## config.mk

```make
export PLATFORM = sky130hd
export DESIGN_NAME = epaper_window_frame_scanner_top
export DESIGN_NICKNAME = d
export VERILOG_FILES = /design/src/design/ewfs_pkg.sv /design/src/design/ewfs_regs.sv /design/src/design/ewfs_front.sv /design/src/design/ewfs_fifo.sv /design/src/design/ewfs_back.sv /design/src/design/epaper_window_frame_scanner_top.sv
export SDC_FILE = /design/constraint.sdc
export NUM_CORES = 1
export LEC_CHECK = 0
export BUFFER_PORTS_ARGS = -buffer_cell sky130_fd_sc_hd__buf_2
export CAP_MARGIN = 40
export CORE_AREA = 2 2 131 228
export DETAILED_ROUTE_END_ITERATION = 10
export DIE_AREA = 0 0 133 230
export PLACE_DENSITY = 0.68
export SYNTH_ARGS = -nofsm -noshare
export SYNTH_HDL_FRONTEND = slang
export SYNTH_HIERARCHICAL = 1
export SYNTH_SLANG_ARGS = --single-unit
```

## constraint.sdc

```tcl
create_clock -name clk_i -period 22 [get_ports clk_i]
set_input_delay 5.5 -clock clk_i [delete_from_list [all_inputs] [get_ports clk_i]]
set_output_delay 5.5 -clock clk_i [all_outputs]
set_load 0.005 [all_outputs]
```

## src/design/ewfs_pkg.sv

```systemverilog
`timescale 1ns / 1ps
// Shared types, constants and the window locate function for the frame scanner.
// No dependencies; every other design file except the checker imports this package.
package ewfs_pkg;

  localparam int PanelWidth   = 104;
  localparam int PanelHeight  = 212;
  localparam int GroupsPerRow = (PanelWidth + 7) / 8;

  localparam int PaddrW     = 5;
  localparam int ApbDataW   = 32;
  localparam int SDataW     = 16;
  localparam int MDataW     = 32;
  localparam int IdxW       = 14;
  localparam int RowW       = 8;
  localparam int ColW       = 5;

  localparam logic [6:0] WinWReset = 7'd104;
  localparam logic [7:0] WinHReset = 8'd212;

  localparam logic [7:0] ByteOutside = 8'hFF;

  // Each bit of a nibble doubled into two adjacent bits
  localparam logic [7:0] NibbleDouble [16] = '{
    8'h00, 8'h03, 8'h0C, 8'h0F, 8'h30, 8'h33, 8'h3C, 8'h3F,
    8'hC0, 8'hC3, 8'hCC, 8'hCF, 8'hF0, 8'hF3, 8'hFC, 8'hFF
  };

  typedef enum logic {
    FuncBegin   = 1'b0,
    FuncDeliver = 1'b1
  } func_e;

  typedef enum logic [2:0] {
    RegWinX   = 3'd0,
    RegWinY   = 3'd1,
    RegWinW   = 3'd2,
    RegWinH   = 3'd3,
    RegInvert = 3'd4,
    RegMirror = 3'd5,
    RegGrey   = 3'd6
  } reg_idx_e;

  typedef struct packed {
    logic [7:0] win_x;
    logic [7:0] win_y;
    logic [6:0] win_w;
    logic [7:0] win_h;
    logic       invert_data;
    logic       mirror_rows;
    logic       grey_mode;
  } cfg_t;

  typedef struct packed {
    logic            in_win;
    logic [IdxW-1:0] idx;
  } loc_t;

  // One classified item waiting for formatting
  typedef struct packed {
    logic            valid;
    logic            in_win;
    logic            invert;
    logic            grey;
    logic [7:0]      first;
    logic [7:0]      second;
    logic [IdxW-1:0] nidx;
    logic            ninside;
    logic            last;
  } entry_t;

  function automatic loc_t locate(logic [RowW-1:0] row, logic [ColW-1:0] grp, cfg_t c);
    logic [7:0]  w;
    logic [7:0]  h;
    logic [4:0]  wb;
    logic [7:0]  x;
    logic [7:0]  j;
    logic [8:0]  xe;
    logic [8:0]  ye;
    logic [7:0]  r;
    logic [7:0]  dj;
    logic [12:0] prod;
    loc_t        res;
    w  = ({1'b0, c.win_w} > 8'(PanelWidth)) ? 8'(PanelWidth) : {1'b0, c.win_w};
    h  = (c.win_h > 8'(PanelHeight)) ? 8'(PanelHeight) : c.win_h;
    wb = 5'(({1'b0, w} + 9'd7) >> 3);
    x  = {c.win_x[7:3], 3'b000};
    j  = {grp, 3'b000};
    xe = {1'b0, x} + {1'b0, wb, 3'b000};
    ye = {1'b0, c.win_y} + {1'b0, h};
    res.in_win = (j >= x) && ({1'b0, j} < xe) && (row >= c.win_y) &&
                 ({1'b0, row} < ye);
    r = row - c.win_y;
    if (c.mirror_rows) begin
      r = (h - 8'd1) - r;
    end
    dj   = j - x;
    prod = 13'(r) * 13'(wb);
    if (c.grey_mode) begin
      res.idx = 14'(dj >> 2) + {prod, 1'b0};
    end else begin
      res.idx = 14'(dj >> 3) + {1'b0, prod};
    end
    if (!res.in_win) begin
      res.idx = '0;
    end
    return res;
  endfunction

endpackage

```

## src/design/ewfs_regs.sv

```systemverilog
`timescale 1ns / 1ps
// Configuration register bank behind the APB-style port.
// Depends on ewfs_pkg for the register map and cfg_t.
module ewfs_regs (
  input  logic                          clk_i,
  input  logic                          rst_ni,
  input  logic                          psel,
  input  logic                          penable,
  input  logic                          pwrite,
  input  logic [ewfs_pkg::PaddrW-1:0]   paddr,
  input  logic [ewfs_pkg::ApbDataW-1:0] pwdata,
  output logic [ewfs_pkg::ApbDataW-1:0] prdata,
  output logic                          pready,
  output ewfs_pkg::cfg_t                cfg_o
);
  import ewfs_pkg::*;

  cfg_t       cfg_q, cfg_d;
  logic       wr_en;
  logic [2:0] sel;

  assign pready = 1'b1;
  assign wr_en  = psel & penable & pwrite;
  assign sel    = paddr[4:2];

  always_comb begin
    cfg_d = cfg_q;
    if (wr_en) begin
      unique case (sel)
        RegWinX:   cfg_d.win_x       = pwdata[7:0];
        RegWinY:   cfg_d.win_y       = pwdata[7:0];
        RegWinW:   cfg_d.win_w       = pwdata[6:0];
        RegWinH:   cfg_d.win_h       = pwdata[7:0];
        RegInvert: cfg_d.invert_data = pwdata[0];
        RegMirror: cfg_d.mirror_rows = pwdata[0];
        RegGrey:   cfg_d.grey_mode   = pwdata[0];
        default:   cfg_d = cfg_q;
      endcase
    end
  end

  always_comb begin
    unique case (sel)
      RegWinX:   prdata = {24'd0, cfg_q.win_x};
      RegWinY:   prdata = {24'd0, cfg_q.win_y};
      RegWinW:   prdata = {25'd0, cfg_q.win_w};
      RegWinH:   prdata = {24'd0, cfg_q.win_h};
      RegInvert: prdata = {31'd0, cfg_q.invert_data};
      RegMirror: prdata = {31'd0, cfg_q.mirror_rows};
      RegGrey:   prdata = {31'd0, cfg_q.grey_mode};
      default:   prdata = '0;
    endcase
  end

  always_ff @(posedge clk_i or negedge rst_ni) begin
    if (!rst_ni) begin
      cfg_q.win_x       <= '0;
      cfg_q.win_y       <= '0;
      cfg_q.win_w       <= WinWReset;
      cfg_q.win_h       <= WinHReset;
      cfg_q.invert_data <= 1'b0;
      cfg_q.mirror_rows <= 1'b0;
      cfg_q.grey_mode   <= 1'b0;
    end else begin
      cfg_q <= cfg_d;
    end
  end

  assign cfg_o = cfg_q;

endmodule

```

## src/design/ewfs_front.sv

```systemverilog
`timescale 1ns / 1ps
// Front end: accepts items, walks the row and column-group counters and
// classifies each position against the window. Depends on ewfs_pkg.
module ewfs_front (
  input  logic                clk_i,
  input  logic                rst_ni,
  input  ewfs_pkg::cfg_t      cfg_i,
  input  logic                in_valid_i,
  output logic                in_ready_o,
  input  logic                func_i,
  input  logic [7:0]          first_i,
  input  logic [7:0]          second_i,
  output logic                push_o,
  output ewfs_pkg::entry_t    entry_o,
  input  logic                full_i
);
  import ewfs_pkg::*;

  logic [RowW-1:0] row_q, row_d;
  logic [ColW-1:0] col_q, col_d;
  logic            active_q, active_d;

  logic            accept;
  logic            wrap;
  logic [ColW-1:0] col_adv;
  logic [RowW:0]   row_adv;
  logic            frame_end;
  loc_t            cur_loc;
  loc_t            nxt_loc;
  loc_t            org_loc;
  entry_t          entry;

  assign in_ready_o = ~full_i;
  assign accept     = in_valid_i & in_ready_o;
  assign push_o     = accept;

  always_comb begin
    wrap      = ({1'b0, col_q} + 6'd1) >= 6'(GroupsPerRow);
    col_adv   = wrap ? '0 : col_q + 5'd1;
    row_adv   = wrap ? {1'b0, row_q} + 9'd1 : {1'b0, row_q};
    frame_end = row_adv >= 9'(PanelHeight);
    cur_loc   = locate(row_q, col_q, cfg_i);
    nxt_loc   = locate(row_adv[RowW-1:0], col_adv, cfg_i);
    org_loc   = locate('0, '0, cfg_i);

    row_d    = row_q;
    col_d    = col_q;
    active_d = active_q;

    entry         = '0;
    entry.invert  = cfg_i.invert_data;
    entry.grey    = cfg_i.grey_mode;
    entry.first   = first_i;
    entry.second  = second_i;

    if (func_i == FuncBegin) begin
      row_d         = '0;
      col_d         = '0;
      active_d      = 1'b1;
      entry.nidx    = org_loc.idx;
      entry.ninside = org_loc.in_win;
    end else if (active_q) begin
      entry.valid  = 1'b1;
      entry.in_win = cur_loc.in_win;
      if (frame_end) begin
        row_d      = '0;
        col_d      = '0;
        active_d   = 1'b0;
        entry.last = 1'b1;
      end else begin
        row_d         = row_adv[RowW-1:0];
        col_d         = col_adv;
        entry.nidx    = nxt_loc.idx;
        entry.ninside = nxt_loc.in_win;
      end
    end
  end

  assign entry_o = entry;

  always_ff @(posedge clk_i or negedge rst_ni) begin
    if (!rst_ni) begin
      row_q    <= '0;
      col_q    <= '0;
      active_q <= 1'b0;
    end else if (accept) begin
      row_q    <= row_d;
      col_q    <= col_d;
      active_q <= active_d;
    end
  end

endmodule

```

## src/design/ewfs_fifo.sv

```systemverilog
`timescale 1ns / 1ps
// Two-entry queue of classified items between front and back end.
// Depends on ewfs_pkg for entry_t.
module ewfs_fifo (
  input  logic             clk_i,
  input  logic             rst_ni,
  input  logic             push_i,
  input  ewfs_pkg::entry_t entry_i,
  output logic             full_o,
  input  logic             pop_i,
  output ewfs_pkg::entry_t entry_o,
  output logic             empty_o
);
  import ewfs_pkg::*;

  entry_t     mem_q [2];
  logic       wptr_q, wptr_d;
  logic       rptr_q, rptr_d;
  logic [1:0] cnt_q, cnt_d;

  assign full_o  = cnt_q == 2'd2;
  assign empty_o = cnt_q == 2'd0;
  assign entry_o = mem_q[rptr_q];

  always_comb begin
    wptr_d = wptr_q + 1'b1;
    rptr_d = rptr_q + 1'b1;
    cnt_d  = cnt_q;
    if (push_i && !pop_i) begin
      cnt_d = cnt_q + 2'd1;
    end else if (pop_i && !push_i) begin
      cnt_d = cnt_q - 2'd1;
    end
  end

  always_ff @(posedge clk_i) begin
    if (push_i) begin
      mem_q[wptr_q] <= entry_i;
    end
  end

  always_ff @(posedge clk_i or negedge rst_ni) begin
    if (!rst_ni) begin
      wptr_q <= 1'b0;
      rptr_q <= 1'b0;
      cnt_q  <= '0;
    end else begin
      if (push_i) begin
        wptr_q <= wptr_d;
      end
      if (pop_i) begin
        rptr_q <= rptr_d;
      end
      cnt_q <= cnt_d;
    end
  end

endmodule

```

## src/design/ewfs_back.sv

```systemverilog
`timescale 1ns / 1ps
// Back end: forms the two panel bytes of each queued item and holds the
// result in the output register. Depends on ewfs_pkg for entry_t and tables.
module ewfs_back (
  input  logic                         clk_i,
  input  logic                         rst_ni,
  input  ewfs_pkg::entry_t             entry_i,
  input  logic                         empty_i,
  output logic                         pop_o,
  output logic                         m_axis_tvalid,
  input  logic                         m_axis_tready,
  output logic [ewfs_pkg::MDataW-1:0]  m_axis_tdata,
  output logic                         m_axis_tuser,
  output logic                         m_axis_tlast
);
  import ewfs_pkg::*;

  logic              vld_q, vld_d;
  logic [MDataW-1:0] data_q, data_d;
  logic              user_q, user_d;
  logic              last_q, last_d;
  logic              load;
  logic [7:0]        src_a;
  logic [7:0]        src_b;
  logic [7:0]        hi;
  logic [7:0]        lo;

  assign load  = ~empty_i & (~vld_q | m_axis_tready);
  assign pop_o = load;

  always_comb begin
    src_a = entry_i.invert ? ~entry_i.first  : entry_i.first;
    src_b = entry_i.invert ? ~entry_i.second : entry_i.second;
    if (!entry_i.valid) begin
      hi = '0;
      lo = '0;
    end else if (!entry_i.in_win) begin
      hi = ByteOutside;
      lo = ByteOutside;
    end else if (entry_i.grey) begin
      hi = src_a;
      lo = src_b;
    end else begin
      hi = NibbleDouble[src_a[7:4]];
      lo = NibbleDouble[src_a[3:0]];
    end
    data_d = {1'b0, entry_i.ninside, entry_i.nidx, lo, hi};
    user_d = entry_i.valid;
    last_d = entry_i.last;
    vld_d  = load | (vld_q & ~m_axis_tready);
  end

  always_ff @(posedge clk_i) begin
    if (load) begin
      data_q <= data_d;
      user_q <= user_d;
      last_q <= last_d;
    end
  end

  always_ff @(posedge clk_i or negedge rst_ni) begin
    if (!rst_ni) begin
      vld_q <= 1'b0;
    end else begin
      vld_q <= vld_d;
    end
  end

  assign m_axis_tvalid = vld_q;
  assign m_axis_tdata  = data_q;
  assign m_axis_tuser  = user_q;
  assign m_axis_tlast  = last_q;

endmodule

```

## src/design/epaper_window_frame_scanner_top.sv

```systemverilog
`timescale 1ns / 1ps
// Top level of the e-paper window frame scanner: register bank, front end,
// item queue and back end. Depends on ewfs_pkg and the four ewfs_* modules.
//
//  channel  | direction | tdata / fields                         | tuser       | tlast
//  s_axis   | in        | [7:0] src_first, [15:8] src_second     | func        | -
//  m_axis   | out       | [7:0] panel_hi, [15:8] panel_lo,       | panel_valid | frame_last
//           |           | [29:16] next_index, [30] next_inside   |             |
//  apb      | in        | 7 registers at byte address 4*index    | -           | -
//
// One item per cycle sustained while m_axis_tready stays high; an accepted item is
// written to the queue, then loaded into the output register.
// The front end takes an item whenever the two-entry queue has room, so input
// keeps flowing while a result waits in the output register.
// Reset clears the counters, the queue and the output valid; registers return
// to a full-panel window in black-white mode.
module epaper_window_frame_scanner_top (
  input  logic                          clk_i,
  input  logic                          rst_ni,
  input  logic                          s_axis_tvalid,
  output logic                          s_axis_tready,
  input  logic [ewfs_pkg::SDataW-1:0]   s_axis_tdata,  // [7:0] src_first, [15:8] src_second
  input  logic                          s_axis_tuser,  // [0] func
  output logic                          m_axis_tvalid,
  input  logic                          m_axis_tready,
  output logic [ewfs_pkg::MDataW-1:0]   m_axis_tdata,  // [7:0] panel_hi, [15:8] panel_lo,
                                                       // [29:16] next_index, [30] next_inside
  output logic                          m_axis_tuser,  // [0] panel_valid
  output logic                          m_axis_tlast,
  input  logic                          psel,
  input  logic                          penable,
  input  logic                          pwrite,
  input  logic [ewfs_pkg::PaddrW-1:0]   paddr,
  input  logic [ewfs_pkg::ApbDataW-1:0] pwdata,
  output logic [ewfs_pkg::ApbDataW-1:0] prdata,
  output logic                          pready
);
  import ewfs_pkg::*;

  cfg_t   cfg;
  entry_t push_entry;
  entry_t pop_entry;
  logic   push;
  logic   pop;
  logic   full;
  logic   empty;

  ewfs_regs u_regs (
    .clk_i   (clk_i),
    .rst_ni  (rst_ni),
    .psel    (psel),
    .penable (penable),
    .pwrite  (pwrite),
    .paddr   (paddr),
    .pwdata  (pwdata),
    .prdata  (prdata),
    .pready  (pready),
    .cfg_o   (cfg)
  );

  ewfs_front u_front (
    .clk_i      (clk_i),
    .rst_ni     (rst_ni),
    .cfg_i      (cfg),
    .in_valid_i (s_axis_tvalid),
    .in_ready_o (s_axis_tready),
    .func_i     (s_axis_tuser),
    .first_i    (s_axis_tdata[7:0]),
    .second_i   (s_axis_tdata[15:8]),
    .push_o     (push),
    .entry_o    (push_entry),
    .full_i     (full)
  );

  ewfs_fifo u_fifo (
    .clk_i   (clk_i),
    .rst_ni  (rst_ni),
    .push_i  (push),
    .entry_i (push_entry),
    .full_o  (full),
    .pop_i   (pop),
    .entry_o (pop_entry),
    .empty_o (empty)
  );

  ewfs_back u_back (
    .clk_i         (clk_i),
    .rst_ni        (rst_ni),
    .entry_i       (pop_entry),
    .empty_i       (empty),
    .pop_o         (pop),
    .m_axis_tvalid (m_axis_tvalid),
    .m_axis_tready (m_axis_tready),
    .m_axis_tdata  (m_axis_tdata),
    .m_axis_tuser  (m_axis_tuser),
    .m_axis_tlast  (m_axis_tlast)
  );

endmodule

```

# Word-level counts from Yosys, hierarchy flattened
# Memories as Yosys holds them, arrays and structs flattened.
# Index checks and enable logic that the tools add are counted.
[totals] elab_cells=150 inputBits=61 mem_count=3 regBits=86 output_inout_bits=69 mem_bits_rw=72 mem_bits_ro=256
[op_classes] mul=2 n_bitwise=15 addsub=21 order_cmp=18 eq_ne=8 n_reduce_logical=24 n_mux=41
[memory_table] name="(no name shown)" depth=16 word_bits=8 read_ports=1 rd_ports_with_merged_regs=0 write_ports=0 line_no="ewfs_back.sv:45" text="lo = NibbleDouble[src_a[3:0]];"
[memory_table] name="(no name shown)" depth=16 word_bits=8 read_ports=1 rd_ports_with_merged_regs=0 write_ports=0 line_no="ewfs_back.sv:44" text="hi = NibbleDouble[src_a[7:4]];"
[memory_table] name="u_fifo.mem_q" depth=2 word_bits=36 read_ports=1 rd_ports_with_merged_regs=0 write_ports=1 line_no="ewfs_fifo.sv:16" text="entry_t mem_q [2];"
[ops] operator="$mux W8" n=16
[ops] operator="$mux W14" n=4
[ops] operator="$pmux W8 S7" n=1
[ops] operator="$lt A8 B9 Y1" n=4
[ops] operator="$ge A8 B8 Y1" n=4
[ops] operator="$sub A8 B8 Y8" n=4
[ops] operator="$mux W15" n=2
[ops] operator="$add A5 B13 Y14" n=2
[ops] operator="$add A6 B14 Y14" n=2
[ops] operator="$mul A8 B5 Y13" n=2
[ops] operator="$mux W5" n=4
[ops] operator="$add A8 B8 Y9" n=2
[ops] operator="$lt A1 B9 Y1 const A" n=2
[ops] operator="$ge A1 B8 Y1 const A" n=2
[ops] operator="$mux W16" n=1
[ops] operator="$not A8 Y8" n=2
[ops] operator="$reduce_and A2 Y1" n=8
[ops] operator="$sub A1 B8 Y8 const A" n=2
[ops] operator="$logic_and A1 B1 Y1" n=11
[ops] operator="$ge A5 B5 Y1 const B" n=2
[ops] operator="$not A4 Y5" n=2
[ops] operator="$add A8 B1 Y9 const B" n=1
[ops] operator="$eq A3 B3 Y1 const B" n=3
[ops] operator="$ge A9 B8 Y1 const B" n=1
[ops] operator="25 further kinds" n=45

# Depth between registers and ports, before layout
[logic_depth] ltp_word=13 depth_mapped=37 depth_no_buf=35

# Hierarchy
# Netlist, hierarchy kept.
[by_module_without_submodules] module="ewfs_front" n_inst=1 area_each_um2=7885.1 cells_per_inst=1031 seq_area_each_um2=350.3
[by_module_without_submodules] module="ewfs_fifo" n_inst=1 area_each_um2=2934.1 cells_per_inst=128 seq_area_each_um2=2262.2
[by_module_without_submodules] module="ewfs_regs" n_inst=1 area_each_um2=1840.5 cells_per_inst=134 seq_area_each_um2=859.6
[by_module_without_submodules] module="ewfs_back" n_inst=1 area_each_um2=1512.7 cells_per_inst=93 seq_area_each_um2=1016.0

# Worst setup path after synthesis
# Ideal clock, no wire load.
[synth_path] path_kind="input to output" startpoint="in paddr[2] in the netlist's numbering" endpoint="out prdata[3] in the netlist's numbering" path_buffers=1 arrival_time_ns=6.325 cell_stages=3 path_slack_ns=10.175 required_ns=16.500 path_cell_list="buf_4 > mux4_2 > and2_1"
[synth_via] elab_chain_len=2
[synth_rtl] element="start: declaration" line_no="epaper_window_frame_scanner_top.sv:33" text="input logic [ewfs_pkg::PaddrW-1:0] paddr,"
[synth_rtl] element="$eq A3 B3 Y1 (tied with other cells)" line_no="ewfs_regs.sv:43" text="unique case (sel)"
[synth_rtl] element="$pmux W8 S7 *" line_no="ewfs_regs.sv:43"
[synth_rtl] element="end: declaration" line_no="epaper_window_frame_scanner_top.sv:35" text="output logic [ewfs_pkg::ApbDataW-1:0] prdata,"
# Every way passes the cells marked *; elsewhere a longest branch is shown, timed or not.

# Final worst setup path
[layout_path] startpoint="in paddr[2] in the netlist's numbering" endpoint="out prdata[5] in the netlist's numbering"
# Same word-level chain as after synthesis.

==> qor.yml <==
worst_setup_path:
  startpoint: "paddr[2]"
  critical-path-slowest-cell: "mux4_2"
  r2r_setup_slack_ns: 12.89
  arrival_ns: 6.63
  worstSetupPathType: "in -> out"
  reg2reg_to: "u_fifo/mem_q[1][14]"
  crit_fanout: 13
  r2r-start: "u_front/col_q[0]"
  slowest_delay_ns: 0.56
  path_buf_inv: 2
  crit_family: "multiplexers"
  crit_required_ns: 16.50
  path_common_cell: "buf_2"
  r2r.worst_path.cells: 33
  path_depth: 4
  cp_cell_sequence: "buf_2 > mux4_2 > and2_1 > buf_2"
  worst_setup_path_end_kind: "output port"
  startpoint_type: "input pin"
worst_hold_path:
  hp-class: "reg -> reg"
  holdPathStages: 1
  hp-start: "u_fifo/cnt_q[1]"
  hold_end: "u_fifo/cnt_q[1]"
global_route:
  grt_util_met1_pct: 21.58
  grt_pass1_vias: 10690
  grt_max_degree: 54
  gr-total-overflow: 0
  use_met2_pct: 40.75
  track_usage_pct: 21.18
  grt_pass1_wl_um: 51900
  grt-busiest-layer: "met2"
  met3_usage_pct: 3.108
  antenna_found_initial: 0
cells_and_area:
  seq_area_um2: 4489
  multi_input_area_um2: 8800
  fillers: 2520
  antennaDiodeCount: 0
  area_delta_synth_final_pct: 8.043
  drive_above_1_share_pct: 16.81
  fin_cells: 1841
  fin_nets: 1689
  fin_util_pct: 53.49
floorplanning:
  rows: 82
  die-width_um: 133
  pin_count: 130
  core_area_um2: 28630
  die_area_um2: 30590
  die_h_um: 230
  initial_utilization_pct: 49.51
logic_synthesis:
  synth_area_per_cell_um2: 10.23
  synth_cell_type_count: 92
  synth-compound-area-share_pct: 14.22
  syn-instance-count: 1386
  async_flop_share_pct: 33.54
  yosys.area.top_type_share_pct: 22.25
  muxShareOfSynthArea_pct: 10.23
  yosys_most_used_dff: "edfxtp_1"
  yosys.area_share.simple_pct: 12.31
  ys_ff_latch: 158
  synth.largest_area_cell: "edfxtp_1"
  synth_enable_flop_cells: 105
  ys_warn_count: 6
  synth_top_family_by_area: "adder cells"
  syn_area_um2: 14170
  yosys-top-cells-count: "ha_1 (134), inv_1 (115), edfxtp_1 (105), nor2_1 (99), nand2_1 (75)"
  ys_seq_area_share_pct: 31.67
  synth_fa_ha_area_share_pct: 18.05
  netlist_top_cells_area: "edfxtp_1 (22%), ha_1 (12%), dfrtp_1 (8.1%), fa_1 (6.2%), mux2_4 (3.9%)"
  synth_xor_xnor_area_share_pct: 5.950
  synth.most_common_cell: "ha_1"
routing:
  drc: 0
  via_per_inst: 5.639
  wl_um: 31280
  vias: 10380
  detail-route-antenna-nets: 0
  wire_per_inst_um: 16.99
  firstDrtPassIters: 5
  drt_iter0_markers: 467
clocking:
  postCtsHoldBufs: 0
  clkLatencyLatePin_ns: 0.44
  clkSinkCount: 158
  clockBufferDepth: 2
  ctsResizeCount: 0
  cts_tree: "done"
  cts_setup_buffers: 0
  root_buffer: "clkbuf_16"
  path_clk_slew_ns: 0.07
  cts_inserted_buffers: 17
  h-tree-depth: 4
placed_design:
  dp.cells: 1809
  gp_congestion: 0.8850
  portBuffers: 77
  pre_cts_ws_ns: 9.866
  place_hpwl_um: 25060
run_status:
  status: "finished clean"
timing:
  fmax_ghz: 0.08247
  post-route-period-util_pct: 55.12
  finalCriticalPeriod_ns: 12.13
  setup_violations: 0
  slew_headroom_pct: 39.45
  finalHoldViolCount: 0
  drv_slew: 0
  grt_setup_unrepaired: "no"
  fin_setup_tns_ns: 0
  finClkSkew_ns: 0.01517
  setup_ws_ns: 9.874
  worst_slew_pin_slew_ns: 0.9049
run:
  drv_cap: 0
==> cell families (layout without fill, tap and decap cells) <==
group,count (synthesis),in the layout
AND/OR/NAND/NOR,342,342
adder cells (fa/ha/maj),178,178
flip-flops,158,158
multiplexers,114,114
other,5,45
buffers and inverters,200,237
XOR/XNOR,93,93
AO/OA/AOI/OAI,296,296
==> area by class of cell <==
| class | instances | area share, % |
|---|---|---|
| multi-input combinational | 1068 | 57.47 |
| inverter | 118 | 2.893 |
| clock inverter | 15 | 1.283 |
| timing repair buffer | 87 | 3.170 |
| clock buffer | 17 | 2.778 |
| tap | 378 | 3.089 |
| sequential | 158 | 29.32 |
==> layer usage <==
metal  vias to the layer above  routed length, um
li1                       5036                  -
met1                      4964              11380
met2                       298              17070
met3                        84               1177
met4                         0               1653
met5                         -                  0
==> registers in the layout (all words and copies together) (netlist names) <==
| signal | cells |
|---|---|
| u_fifo/rptr_q | 1 |
| u_back/m_axis_tuser | 1 |
| u_fifo/mem_q | 72 |
| u_back/m_axis_tdata | 31 |
| u_regs/cfg_o | 34 |
| u_front/active_q | 1 |
| u_back/m_axis_tvalid | 1 |
| u_back/m_axis_tlast | 1 |
| u_front/col_q | 5 |
| u_fifo/wptr_q | 1 |
| u_front/row_q | 8 |
| u_fifo/cnt_q | 2 |
==> worst max path at each step <==
| stage | endpoint | slack [ns] |
|---|---|---|
| after floorplan | prdata[3] | 10.18 |
| after global placement | prdata[3] | 9.88 |
| after detailed placement | prdata[4] | 9.87 |
| after CTS | prdata[4] | 9.86 |
| after global routing | prdata[6] | 9.82 |
| final | prdata[5] | 9.87 |
==> per-stage QoR <==
step                      hold WS, ns  instance area [um^2]
final                          0.4933                 15310
after global routing           0.5164                 15310
after CTS                      0.4923                 15310
after detailed placement       0.4785                 14690
after global placement         0.4739                 14650
after floorplan                0.4555                 14320
==> cell usage in the layout, fill, tap and decap left out, types with 7 or more instances in the layout <==
master / count
a211oi_1: 13
a21boi_0: 7
a21boi_1: 10
a21o_1: 37
a21oi_1: 61
a31oi_1: 20
and2_1: 18
buf_2: 77
buf_4: 8
clkbuf_16: 17
conb_1: 45
dfrtp_1: 45
dfstp_2: 7
edfxtp_1: 105
fa_1: 44
ha_1: 134
inv_1: 115
mux2_2: 39
mux2_4: 37
mux2i_1: 32
nand2_1: 75
nand2b_1: 23
nand3_1: 23
nand3b_1: 8
nor2_1: 99
nor2b_1: 11
nor3_1: 22
o21a_1: 8
o21ai_0: 51
o22ai_1: 13
or2_2: 11
or3_1: 11
xnor2_1: 45
xor2_1: 46
Power is left out: the tool's default activity adds up to more than one toggle a clock period on the data nets, which glitch-free logic cannot reach.
